$ cat config.mk
export PLATFORM = sky130hd
export DESIGN_NAME = masked_signature_scan
export DESIGN_NICKNAME = d
export VERILOG_FILES = /design/src/rtl/mss_pkg.sv /design/src/rtl/masked_signature_scan.sv /design/src/rtl/mss_cell.sv /design/src/rtl/mss_ctrl.sv
export SDC_FILE = /design/constraint.sdc
export NUM_CORES = 2
export LEC_CHECK = 0
export BUFFER_PORTS_ARGS = -buffer_cell sky130_fd_sc_hd__buf_2
export CORE_MARGIN = 4
export CORE_UTILIZATION = 45
export CTS_BUF_LIST = sky130_fd_sc_hd__clkbuf_16
export DETAILED_ROUTE_END_ITERATION = 8
export MAX_ROUTING_LAYER = met4
export PLACE_DENSITY_LB_ADDON = 0.3
export SYNTH_ARGS = -nofsm -noshare
export SYNTH_HDL_FRONTEND = slang
export SYNTH_SLANG_ARGS = --single-unit
$ cat constraint.sdc
create_clock -name clk -period 15.85 [get_ports clk]
set_clock_uncertainty 0.05 [all_clocks]
set_input_delay 1.585 -clock clk [delete_from_list [all_inputs] [get_ports clk]]
set_output_delay 1.585 -clock clk [all_outputs]
set_load 0.005 [all_outputs]
$ cat src/rtl/mss_pkg.sv
package mss_pkg;

  localparam int PATTERN_MAX = 64;
  localparam int COUNT_BITS  = 32;

  localparam int BYTE_W    = 8;
  localparam int ADDR_W    = 48;
  localparam int CFG_LEN_W = 7;
  localparam int IDX_W     = 6;
  localparam int CFG_IDX_W = 1;
  localparam int CFG_W     = 48;

  localparam int CELL_W = (PATTERN_MAX > 1) ? $clog2(PATTERN_MAX) : 1;
  localparam int LEN_W  = $clog2(PATTERN_MAX + 1);

  // Input tdata layout, lowest bit first.
  localparam int IDX_LSB   = 0;
  localparam int PAT_LSB   = IDX_LSB + IDX_W;
  localparam int MSK_LSB   = PAT_LSB + BYTE_W;
  localparam int DAT_LSB   = MSK_LSB + BYTE_W;
  localparam int IN_DATA_W = ((DAT_LSB + BYTE_W + 7) / 8) * 8;
  localparam int OUT_DATA_W = ((ADDR_W + 7) / 8) * 8;

  typedef enum logic {
    REQ_LOAD = 1'b0,
    REQ_SCAN = 1'b1
  } req_t;

  typedef enum logic [CFG_IDX_W-1:0] {
    CFG_PATTERN_LENGTH = 1'b0,
    CFG_BASE_ADDRESS   = 1'b1
  } cfg_idx_t;

  typedef struct packed {
    logic [BYTE_W-1:0] pat;
    logic [BYTE_W-1:0] msk;
  } pm_t;

  // Broadcast from the controller to every cell of the row.
  typedef struct packed {
    logic              shift;
    logic              rot_up;
    logic              rot_dn;
    logic              load;
    logic [CELL_W-1:0] wcell;
    logic [LEN_W-1:0]  alen;
    logic [BYTE_W-1:0] data;
    logic [BYTE_W-1:0] pat;
    logic [BYTE_W-1:0] msk;
  } cell_ctrl_t;

  // Pattern length as used: zero counts as one, large values are capped.
  function automatic logic [LEN_W-1:0] used_len(input logic [CFG_LEN_W-1:0] v);
    int n;
    n = int'(v);
    if (n == 0) n = 1;
    else if (n > PATTERN_MAX) n = PATTERN_MAX;
    return LEN_W'(n);
  endfunction

  // Pattern entry idx lives in cell (alen - 1 - idx) mod PATTERN_MAX.
  function automatic logic [CELL_W-1:0] wr_cell(input logic [LEN_W-1:0] alen,
                                                input logic [IDX_W-1:0] idx);
    int d;
    d = int'(alen) - 1 - int'(idx);
    if (d < 0) d = d + PATTERN_MAX;
    return CELL_W'(d);
  endfunction

  function automatic logic idx_ok(input logic [IDX_W-1:0] idx);
    return int'(idx) < PATTERN_MAX;
  endfunction

endpackage

$ cat src/rtl/masked_signature_scan.sv
// An accepted scan item enters the window and scan stage, then its result is registered.
// One item per cycle while the pattern is aligned and no result is stalled at the output;
// the whole window is compared at once by the cell row. A pattern_length write holds off
// input while the pattern entries rotate one cell per cycle into their new alignment.
// Reset (rst_n low, synchronous) clears configuration, counters and handshake state;
// pattern and mask entries stay undefined until loaded.
module masked_signature_scan (
  input  logic                               clk,
  input  logic                               rst_n,
  input  logic                               in_tvalid,
  output logic                               in_tready,
  // entry_index, pattern_byte, mask_byte, data_byte, zero fill
  input  logic [mss_pkg::IN_DATA_W-1:0]      in_tdata,
  // req_type
  input  logic [0:0]                         in_tuser,
  input  logic                               in_tlast,
  input  logic                               cfg_valid,
  output logic                               cfg_ready,
  input  logic [mss_pkg::CFG_IDX_W-1:0]      cfg_index,
  input  logic [mss_pkg::CFG_W-1:0]          cfg_data,
  output logic                               out_tvalid,
  input  logic                               out_tready,
  // match_address
  output logic [mss_pkg::OUT_DATA_W-1:0]     out_tdata,
  // found
  output logic [0:0]                         out_tuser
);
  import mss_pkg::*;

  cell_ctrl_t             ctl;
  logic [BYTE_W-1:0]      win [PATTERN_MAX];
  pm_t                    pm  [PATTERN_MAX];
  logic [PATTERN_MAX-1:0] ok;
  logic [PATTERN_MAX-1:0] load_en;
  logic [PATTERN_MAX-1:0] active;
  logic                   match_all;

  mss_ctrl u_ctrl (
    .clk        (clk),
    .rst_n      (rst_n),
    .in_tvalid  (in_tvalid),
    .in_tready  (in_tready),
    .in_tdata   (in_tdata),
    .in_tuser   (in_tuser),
    .in_tlast   (in_tlast),
    .cfg_valid  (cfg_valid),
    .cfg_ready  (cfg_ready),
    .cfg_index  (cfg_index),
    .cfg_data   (cfg_data),
    .out_tvalid (out_tvalid),
    .out_tready (out_tready),
    .out_tdata  (out_tdata),
    .out_tuser  (out_tuser),
    .match_all  (match_all),
    .ctl        (ctl)
  );

  // Cell 0 holds the newest byte; the window moves up the row one cell per item,
  // and the pattern entries rotate around the row when the length changes.
  for (genvar i = 0; i < PATTERN_MAX; i++) begin : g_cell
    localparam int PREV = (i + PATTERN_MAX - 1) % PATTERN_MAX;
    localparam int NEXT = (i + 1) % PATTERN_MAX;
    logic [BYTE_W-1:0] win_in;

    if (i == 0) begin : g_head
      assign win_in = ctl.data;
    end else begin : g_body
      assign win_in = win[PREV];
    end

    assign load_en[i] = ctl.load && (ctl.wcell == CELL_W'(i));
    assign active[i]  = (LEN_W'(i) < ctl.alen);

    mss_cell u_cell (
      .clk      (clk),
      .ctl      (ctl),
      .load_en  (load_en[i]),
      .active   (active[i]),
      .win_prev (win_in),
      .pm_prev  (pm[PREV]),
      .pm_next  (pm[NEXT]),
      .win_q    (win[i]),
      .pm_q     (pm[i]),
      .ok       (ok[i])
    );
  end

  assign match_all = &ok;

endmodule

$ cat src/rtl/mss_cell.sv
module mss_cell (
  input  logic                            clk,
  input  mss_pkg::cell_ctrl_t             ctl,
  input  logic                            load_en,
  input  logic                            active,
  input  logic [mss_pkg::BYTE_W-1:0]      win_prev,
  input  mss_pkg::pm_t                    pm_prev,
  input  mss_pkg::pm_t                    pm_next,
  output logic [mss_pkg::BYTE_W-1:0]      win_q,
  output mss_pkg::pm_t                    pm_q,
  output logic                            ok
);
  import mss_pkg::*;

  logic [BYTE_W-1:0] win_r, win_nxt;
  pm_t               pm_r, pm_nxt;

  always_comb begin
    win_nxt = ctl.shift ? win_prev : win_r;
    if (load_en) begin
      pm_nxt = '{pat: ctl.pat, msk: ctl.msk};
    end else if (ctl.rot_up) begin
      pm_nxt = pm_prev;
    end else if (ctl.rot_dn) begin
      pm_nxt = pm_next;
    end else begin
      pm_nxt = pm_r;
    end
  end

  always_ff @(posedge clk) begin
    win_r <= win_nxt;
    pm_r  <= pm_nxt;
  end

  assign win_q = win_r;
  assign pm_q  = pm_r;
  // Cells past the pattern length never block a match.
  assign ok    = !active || ((win_r & pm_r.msk) == pm_r.pat);

endmodule

$ cat src/rtl/mss_ctrl.sv
module mss_ctrl (
  input  logic                               clk,
  input  logic                               rst_n,
  input  logic                               in_tvalid,
  output logic                               in_tready,
  input  logic [mss_pkg::IN_DATA_W-1:0]      in_tdata,
  input  logic [0:0]                         in_tuser,
  input  logic                               in_tlast,
  input  logic                               cfg_valid,
  output logic                               cfg_ready,
  input  logic [mss_pkg::CFG_IDX_W-1:0]      cfg_index,
  input  logic [mss_pkg::CFG_W-1:0]          cfg_data,
  output logic                               out_tvalid,
  input  logic                               out_tready,
  output logic [mss_pkg::OUT_DATA_W-1:0]     out_tdata,
  output logic [0:0]                         out_tuser,
  input  logic                               match_all,
  output mss_pkg::cell_ctrl_t                ctl
);
  import mss_pkg::*;

  logic [CFG_LEN_W-1:0]  len_cfg_r, len_cfg_nxt;
  logic [ADDR_W-1:0]     base_r, base_nxt;
  logic [LEN_W-1:0]      alen_r, alen_nxt;
  logic [COUNT_BITS-1:0] count_r, count_nxt;
  logic                  match_seen_r, match_seen_nxt;
  logic                  s1_valid_r, s1_valid_nxt;
  logic                  s1_check_r, s1_check_nxt;
  logic                  s1_last_r, s1_last_nxt;
  logic [COUNT_BITS-1:0] s1_off_r, s1_off_nxt;
  logic                  out_valid_r, out_valid_nxt;
  logic                  out_found_r, out_found_nxt;
  logic [ADDR_W-1:0]     out_addr_r, out_addr_nxt;

  logic [LEN_W-1:0]      target;
  logic                  aligned, s1_adv, acc, scan_acc, load_acc;
  logic                  rot_up, rot_dn;
  logic [IDX_W-1:0]      f_idx;
  logic                  checkable, hit, miss, emit;
  logic [COUNT_BITS-1:0] cnt_inc, len_ext;

  assign target  = used_len(len_cfg_r);
  assign aligned = (alen_r == target);
  assign rot_up  = !aligned && (alen_r < target);
  assign rot_dn  = !aligned && (alen_r > target);

  // The scan stage may move on unless a result waits in the output register and is not taken.
  assign s1_adv    = !s1_valid_r || !out_valid_r || out_tready;
  assign in_tready = aligned && s1_adv;
  assign cfg_ready = 1'b1;

  assign acc      = in_tvalid && in_tready;
  assign f_idx    = in_tdata[IDX_LSB +: IDX_W];
  assign scan_acc = acc && (req_t'(in_tuser[0]) == REQ_SCAN);
  assign load_acc = acc && (req_t'(in_tuser[0]) == REQ_LOAD) && idx_ok(f_idx);

  assign checkable = (count_r != '1);
  assign cnt_inc   = checkable ? count_r + COUNT_BITS'(1) : count_r;
  assign len_ext   = COUNT_BITS'(alen_r);

  assign hit  = s1_valid_r && s1_adv && s1_check_r && !match_seen_r && match_all;
  assign miss = s1_valid_r && s1_adv && s1_last_r && !match_seen_r && !hit;
  assign emit = hit || miss;

  always_comb begin
    len_cfg_nxt = len_cfg_r;
    base_nxt    = base_r;
    if (cfg_valid && cfg_ready) begin
      unique case (cfg_idx_t'(cfg_index))
        CFG_PATTERN_LENGTH: len_cfg_nxt = cfg_data[CFG_LEN_W-1:0];
        CFG_BASE_ADDRESS:   base_nxt    = cfg_data[ADDR_W-1:0];
        default:            len_cfg_nxt = len_cfg_r;
      endcase
    end

    alen_nxt = alen_r;
    if (rot_up) alen_nxt = alen_r + LEN_W'(1);
    else if (rot_dn) alen_nxt = alen_r - LEN_W'(1);

    count_nxt    = count_r;
    s1_valid_nxt = s1_valid_r;
    s1_check_nxt = s1_check_r;
    s1_last_nxt  = s1_last_r;
    s1_off_nxt   = s1_off_r;
    if (scan_acc) begin
      count_nxt    = in_tlast ? '0 : cnt_inc;
      s1_valid_nxt = 1'b1;
      s1_check_nxt = checkable && (cnt_inc >= len_ext);
      s1_last_nxt  = in_tlast;
      s1_off_nxt   = cnt_inc - len_ext;
    end else if (s1_adv) begin
      s1_valid_nxt = 1'b0;
    end

    match_seen_nxt = match_seen_r;
    if (s1_valid_r && s1_adv) begin
      match_seen_nxt = s1_last_r ? 1'b0 : (match_seen_r || hit);
    end

    out_valid_nxt = (out_valid_r && !out_tready) || emit;
    out_found_nxt = out_found_r;
    out_addr_nxt  = out_addr_r;
    if (emit) begin
      out_found_nxt = hit;
      out_addr_nxt  = hit ? base_r + ADDR_W'(s1_off_r) : '0;
    end
  end

  always_ff @(posedge clk) begin
    if (!rst_n) begin
      len_cfg_r    <= CFG_LEN_W'(1);
      base_r       <= '0;
      alen_r       <= LEN_W'(1);
      count_r      <= '0;
      match_seen_r <= 1'b0;
      s1_valid_r   <= 1'b0;
      out_valid_r  <= 1'b0;
    end else begin
      len_cfg_r    <= len_cfg_nxt;
      base_r       <= base_nxt;
      alen_r       <= alen_nxt;
      count_r      <= count_nxt;
      match_seen_r <= match_seen_nxt;
      s1_valid_r   <= s1_valid_nxt;
      out_valid_r  <= out_valid_nxt;
    end
  end

  always_ff @(posedge clk) begin
    s1_check_r  <= s1_check_nxt;
    s1_last_r   <= s1_last_nxt;
    s1_off_r    <= s1_off_nxt;
    out_found_r <= out_found_nxt;
    out_addr_r  <= out_addr_nxt;
  end

  assign out_tvalid = out_valid_r;
  assign out_tdata  = OUT_DATA_W'(out_addr_r);
  assign out_tuser  = out_found_r;

  assign ctl.shift  = scan_acc;
  assign ctl.rot_up = rot_up;
  assign ctl.rot_dn = rot_dn;
  assign ctl.load   = load_acc;
  assign ctl.wcell  = wr_cell(alen_r, f_idx);
  assign ctl.alen   = alen_r;
  assign ctl.data   = in_tdata[DAT_LSB +: BYTE_W];
  assign ctl.pat    = in_tdata[PAT_LSB +: BYTE_W];
  assign ctl.msk    = in_tdata[MSK_LSB +: BYTE_W];

endmodule

-- Word level (Yosys, flattened, before mapping)
Cells that the tools add are included.
- register bits: 1716
- word-level logic and storage cells: 967
- equal/unequal tests: 129
- bitwise operators: 66
- reductions and logical operators: 289
- order comparisons: 69
- muxes and demuxes: 202
- add/subtract/negate cells: 8
- operators by type and width (cell ; count):
    16-bit 2-to-1 mux ; 192
    8-bit AND ; 64
    8-bit equality test ; 64
    6-bit by 7-bit less-than comparator with 1-bit output, first input constant ; 32
    6-bit equality test, second input constant ; 32
    3-bit nonzero test ; 64
    5-bit by 7-bit less-than comparator with 1-bit output, first input constant ; 16
    6-bit by 5-bit equality test with 1-bit output, second input constant ; 16
    1-bit logical AND ; 79
    1-bit logical NOT ; 70
    1-bit logical OR ; 69
    32-bit 2-to-1 mux ; 2
    64-bit AND reduction ; 1
    4-bit by 7-bit less-than comparator with 1-bit output, first input constant ; 8
    48-bit by 32-bit adder with 48-bit output ; 1
    6-bit by 4-bit equality test with 1-bit output, second input constant ; 8
    32-bit by 1-bit adder with 32-bit output, second input constant ; 1
    32-bit by 7-bit greater-or-equal comparator with 1-bit output ; 1
    32-bit by 1-bit less-than comparator with 1-bit output, second input constant ; 1
    32-bit != test, second input constant ; 1
    32-bit by 7-bit subtractor with 32-bit output ; 1
    3-bit by 7-bit less-than comparator with 1-bit output, first input constant ; 4
    7-bit 2-to-1 mux ; 4
    6-bit by 3-bit equality test with 1-bit output, second input constant ; 4
    other kinds (20) ; 28

-- Depth between registers and ports, before layout
- depth after elaboration: 11
- gate-level depth with buffers: 19
- mapped depth without buffers: 17

-- Modules after synthesis
From an unflattened synthesis, not the netlist that was laid out.
- cell total of the unflattened synthesis: 7890
- area, all modules: 89580.9 um^2
- by module, submodules not included (module ; instances ; cells an instance ; area an instance (um^2)):
    mss_cell ; 64 ; 99 ; 1204.9
    mss_ctrl ; 1 ; 1322 ; 11334.6
    masked_signature_scan ; 1 ; 232 ; 1132.3

-- Least setup slack after synthesis
Ideal clock, no wire load.
- path type: input -> register
- start point: in out_tready
- end point: reg u_ctrl.count_r[0]
- required time: 15.672 ns
- library setup time: 0.128 ns
- setup slack: 1.189 ns
- data arrival time: 14.483 ns
- stages on the path: 8
- path through: nor2b_1 nand2_1 and2_1 nand3_1 inv_1 o21ai_0 a21oi_1 nor2_1
- RTL lines (element ; line ; text):
    start: declaration ; masked_signature_scan.sv:22 ; input logic out_tready,
    end signal: assignment ; mss_ctrl.sv:122 ; count_r <= count_nxt;
    end: declaration ; mss_ctrl.sv:25 ; logic [COUNT_BITS-1:0] count_r, count_nxt;

==> key figures <==
Power and ir drop
  – Leakage: 34.9 nW
  – Max VDD drop: 0.534 mV
  – Power Total: 26.4 mW
  – PD cells: 277 nW/um2

Critical path
  – CP max-delay cell: dfxtp_1
  – Worst Path Required: 16,230 ps
  – Crit path largest cell delay: 940 ps
  – Critical path arrival: about 7400 ps
  – Max Fanout on Critical Path: 120
  – Crit path kind: flop to flop
  – Cell repeated most along the worst path: buf_4
  – Crit end category: flop
  – CP Launch Type: flop
  – Critical-path cell list: inv_2 > ha_1 > nand4_1 > nor2_4 > and2_1 > nand3_1 > buf_4 > inv_8 > buf_4 > buf_4 > buf_4

Routing
  – Initial DRC count: 7,759
  – Antenna Nets Post-Route: 0
  – Routed via count: 66,181
  – Vias per cell: 6.04
  – # DRC: 0
  – Average wire per standard cell: 23.0 um
  – Routed WL: around 250,000 um
  – Drt pass-1 iters: 9

Synth
  – Syn_nets: around 8,700
  – Yosys cell types: between 80 and 90
  – Yosys top cell by area: edfxtp_1
  – Cell count after synthesis: between 8,000 and 9,000
  – Top-area cell type share of the netlist area: 0.554
  – Commonest cells in the netlist: nand2_1 (2,024), edfxtp_1 (1,619), nor2_1 (631), o21ai_0 (580), mux2i_1 (523)
  – Flops & latches, synth: between 1,500 and 2,000
  – Number of flops mapped to enable cells by yosys: 1,619
  – Avg Cell Area, Syn: 10.3 um2
  – Mapped Area: 87,700 um2
  – Synth warn: 0
  – Post-synth ARST share: 0
  – Register area share after synthesis: 0.576
  – Synth area leaders: edfxtp_1 (55%), nand2_1 (8.7%), mux2i_1 (6.0%), a31oi_1 (3.7%), o21ai_0 (3.3%)
  – Main synth FF type: edfxtp_1
  – Most numerous cell in the Yosys netlist: nand2_1

GRT
  – Grt total ovfl: 0
  – First-pass GRT wire length: 385,000 um
  – Initial antenna violation count: 7
  – GR Util All Layers: 0.248
  – Global routing usage on met1: 0.346
  – Largest net degree at the start of global routing: 224
  – Vias in the first global route: 62,820
  – Met3 usage: 0.0339
  – Met2 usage: 0.382
  – Busiest grt layer: met2

Place
  – Buffers added on ports: 136
  – Global placement routability congestion: 0.902
  – Detailed Place HPWL: between 150,000 and 200,000 um

Final layout
  – Layout cells sized above 1: 0.0560
  – Nets: 8,420
  – Area delta synth->final: 8.85%
  – Core Util, Final: 0.494

Floorplan
  – Starting Density: 0.454
  – Die W: roughly 450 um
  – Core ar.: 193,000 um2
  – Row cnt: 161
  – Die area: 202,000 um2
  – Io pins: 140
  – Vert. Die Dim: ~450 um

STA
  – Final Hold Fails: 0
  – Min Tclk post-route: 6960 ps
  – Max Slew Vio Count: 0
  – Final setup TNS: 0 ps
  – Max frequency: roughly 0.14 GHz
  – Worst-Margin Slew: 1220 ps
  – RSZ-0062 raised after global routing: false
  – Final setup viols: 0
  – Ratio of final minimum period to clock period: 0.439
  – Hold slack: 387 ps
  – Relative slew slack: 0.185

CTS
  – Bufs on Longest Clock Path: 3
  – H-tree Lvls: 4
  – Clk sink count: 1,716
  – Cts bufs inserted: between 150 and 200
  – Post-cts resize count: 0
  – Worst-Skew Late Latency: 840 ps
  – CTS tree: yes
  – Post-CTS Setup Bufs: 0
  – CTS Hold Buffers Added: 0
  – CTS clock-pin slew for the worst setup and hold paths: 60 ps
  – CTS Root Cell: clkbuf_16

Outcome
  – Status: finished, final reports clean

Hold path
  – Hold crit path type: flop to flop

Run
  – Max_cap viols: 0
## placed cells by master (no fill, tap or decap), drive strengths merged, types with 8 or more instances in the layout
cell     instances
inv             95
or3             11
o22a            75
buf            185
o21ai          581
nand3          120
a2111oi         11
diode            9
a31oi          522
nor4            31
xor2           214
and3b           78
mux2i          523
o22ai           14
a21o            90
nand2         2024
nand4          105
bufinv           8
o211ai           8
nor2b           15
clkinv          95
clkbuf         186
and2            50
ha              55
and4             9
a22oi            9
and3           173
a21boi          84
edfxtp        1619
dfxtp           97
a21oi          301
nor2           631
a211oi          92
a41oi            8
nand2b          44
xnor2           94
nor3            83
o21a            18
## where the power goes
group	switching, mW	internal [mW]	total [mW]	leakage [nW]
sequential	1.76	8.53	10.3	16.4
combinational	7.53	4.46	12.0	15.5
clock	1.87	2.26	4.13	2.96
## final timing paths
path | from | endpoint | depth (start not counted) | slack (ps)
min reg2reg | g_cell[7].u_cell.win_q[0]$_DFFE_PP_ | g_cell[8].u_cell.win_q[0]$_DFFE_PP_ | 0 | 390
min | g_cell[7].u_cell.win_q[0]$_DFFE_PP_ | g_cell[8].u_cell.win_q[0]$_DFFE_PP_ | 0 | 390
max reg2reg | u_ctrl.alen_r[0]$_SDFFE_PN1P_ | g_cell[48].u_cell.win_q[3]$_DFFE_PP_ | 11 | 8890
max | u_ctrl.alen_r[0]$_SDFFE_PN1P_ | g_cell[48].u_cell.win_q[3]$_DFFE_PP_ | 11 | 8890
## area by class of cell
class | count | area (um2)
Antenna cell | 9 | 22.5
Clock buffer | 186 | 4650
Clock inverter | 154 | 1010
Fill cell | 17157 | 97700
Inverter | 44 | 174
Multi-Input combinational cell | 6144 | 34700
Sequential cell | 1716 | 50600
Tap cell | 2526 | 3160
Timing Repair Buffer | 185 | 1150
## layer usage
| layer | share of wire | vias to the layer above |
|---|---|---|
| met4 | 0.027 | 0 |
| met3 | 0.079 | 383 |
| li1 | - | 30461 |
| met5 | 0 | - |
| met2 | 0.46 | 2904 |
| met1 | 0.43 | 32433 |
## registers in the layout, indices dropped and copies added, names as in the netlist, 7 cells and up
signal and cells:
g_cell.u_cell.pm_q 1024, g_cell.u_cell.win_q 512, u_ctrl.base_r 48, u_ctrl.out_tdata 48, u_ctrl.count_r 32, u_ctrl.s1_off_r 32
u_ctrl.alen_r 7, u_ctrl.len_cfg_r 7
## cells by family (layout without fill, tap and decap cells)
logic type,after synthesis,count (layout),share of synthesized area
adder cells (fa/ha/maj),58,58,0.00853
AO/OA/AOI/OAI,1854,1854,0.128
XOR/XNOR,308,308,0.0308
flip-flops,1716,1716,0.576
AND/OR/NAND/NOR,3399,3399,0.168
buffers and inverters,645,569,0.0281
multiplexers,524,524,0.0598
other,1,10,0.0000428
## through the flow
stage	area (um2)	worst slack, ps	instances
after floorplan	87700	1190	8505
after global placement	89800	9070	10615
after detailed placement	89800	9040	10615
after CTS	95500	9020	10955
after global routing	95500	8680	10959
final	95500	8890	10964
## critical path: cells and delay by family (launching register included)
| family | cells | cell delay, ps |
|---|---|---|
| buffers and inverters | 6 | 3750 |
| DFF | 1 | 940 |
| and+or+nand+nor | 4 | 1150 |
| adders and majority gates | 1 | 380 |
(Power assumes the default switching activity.)
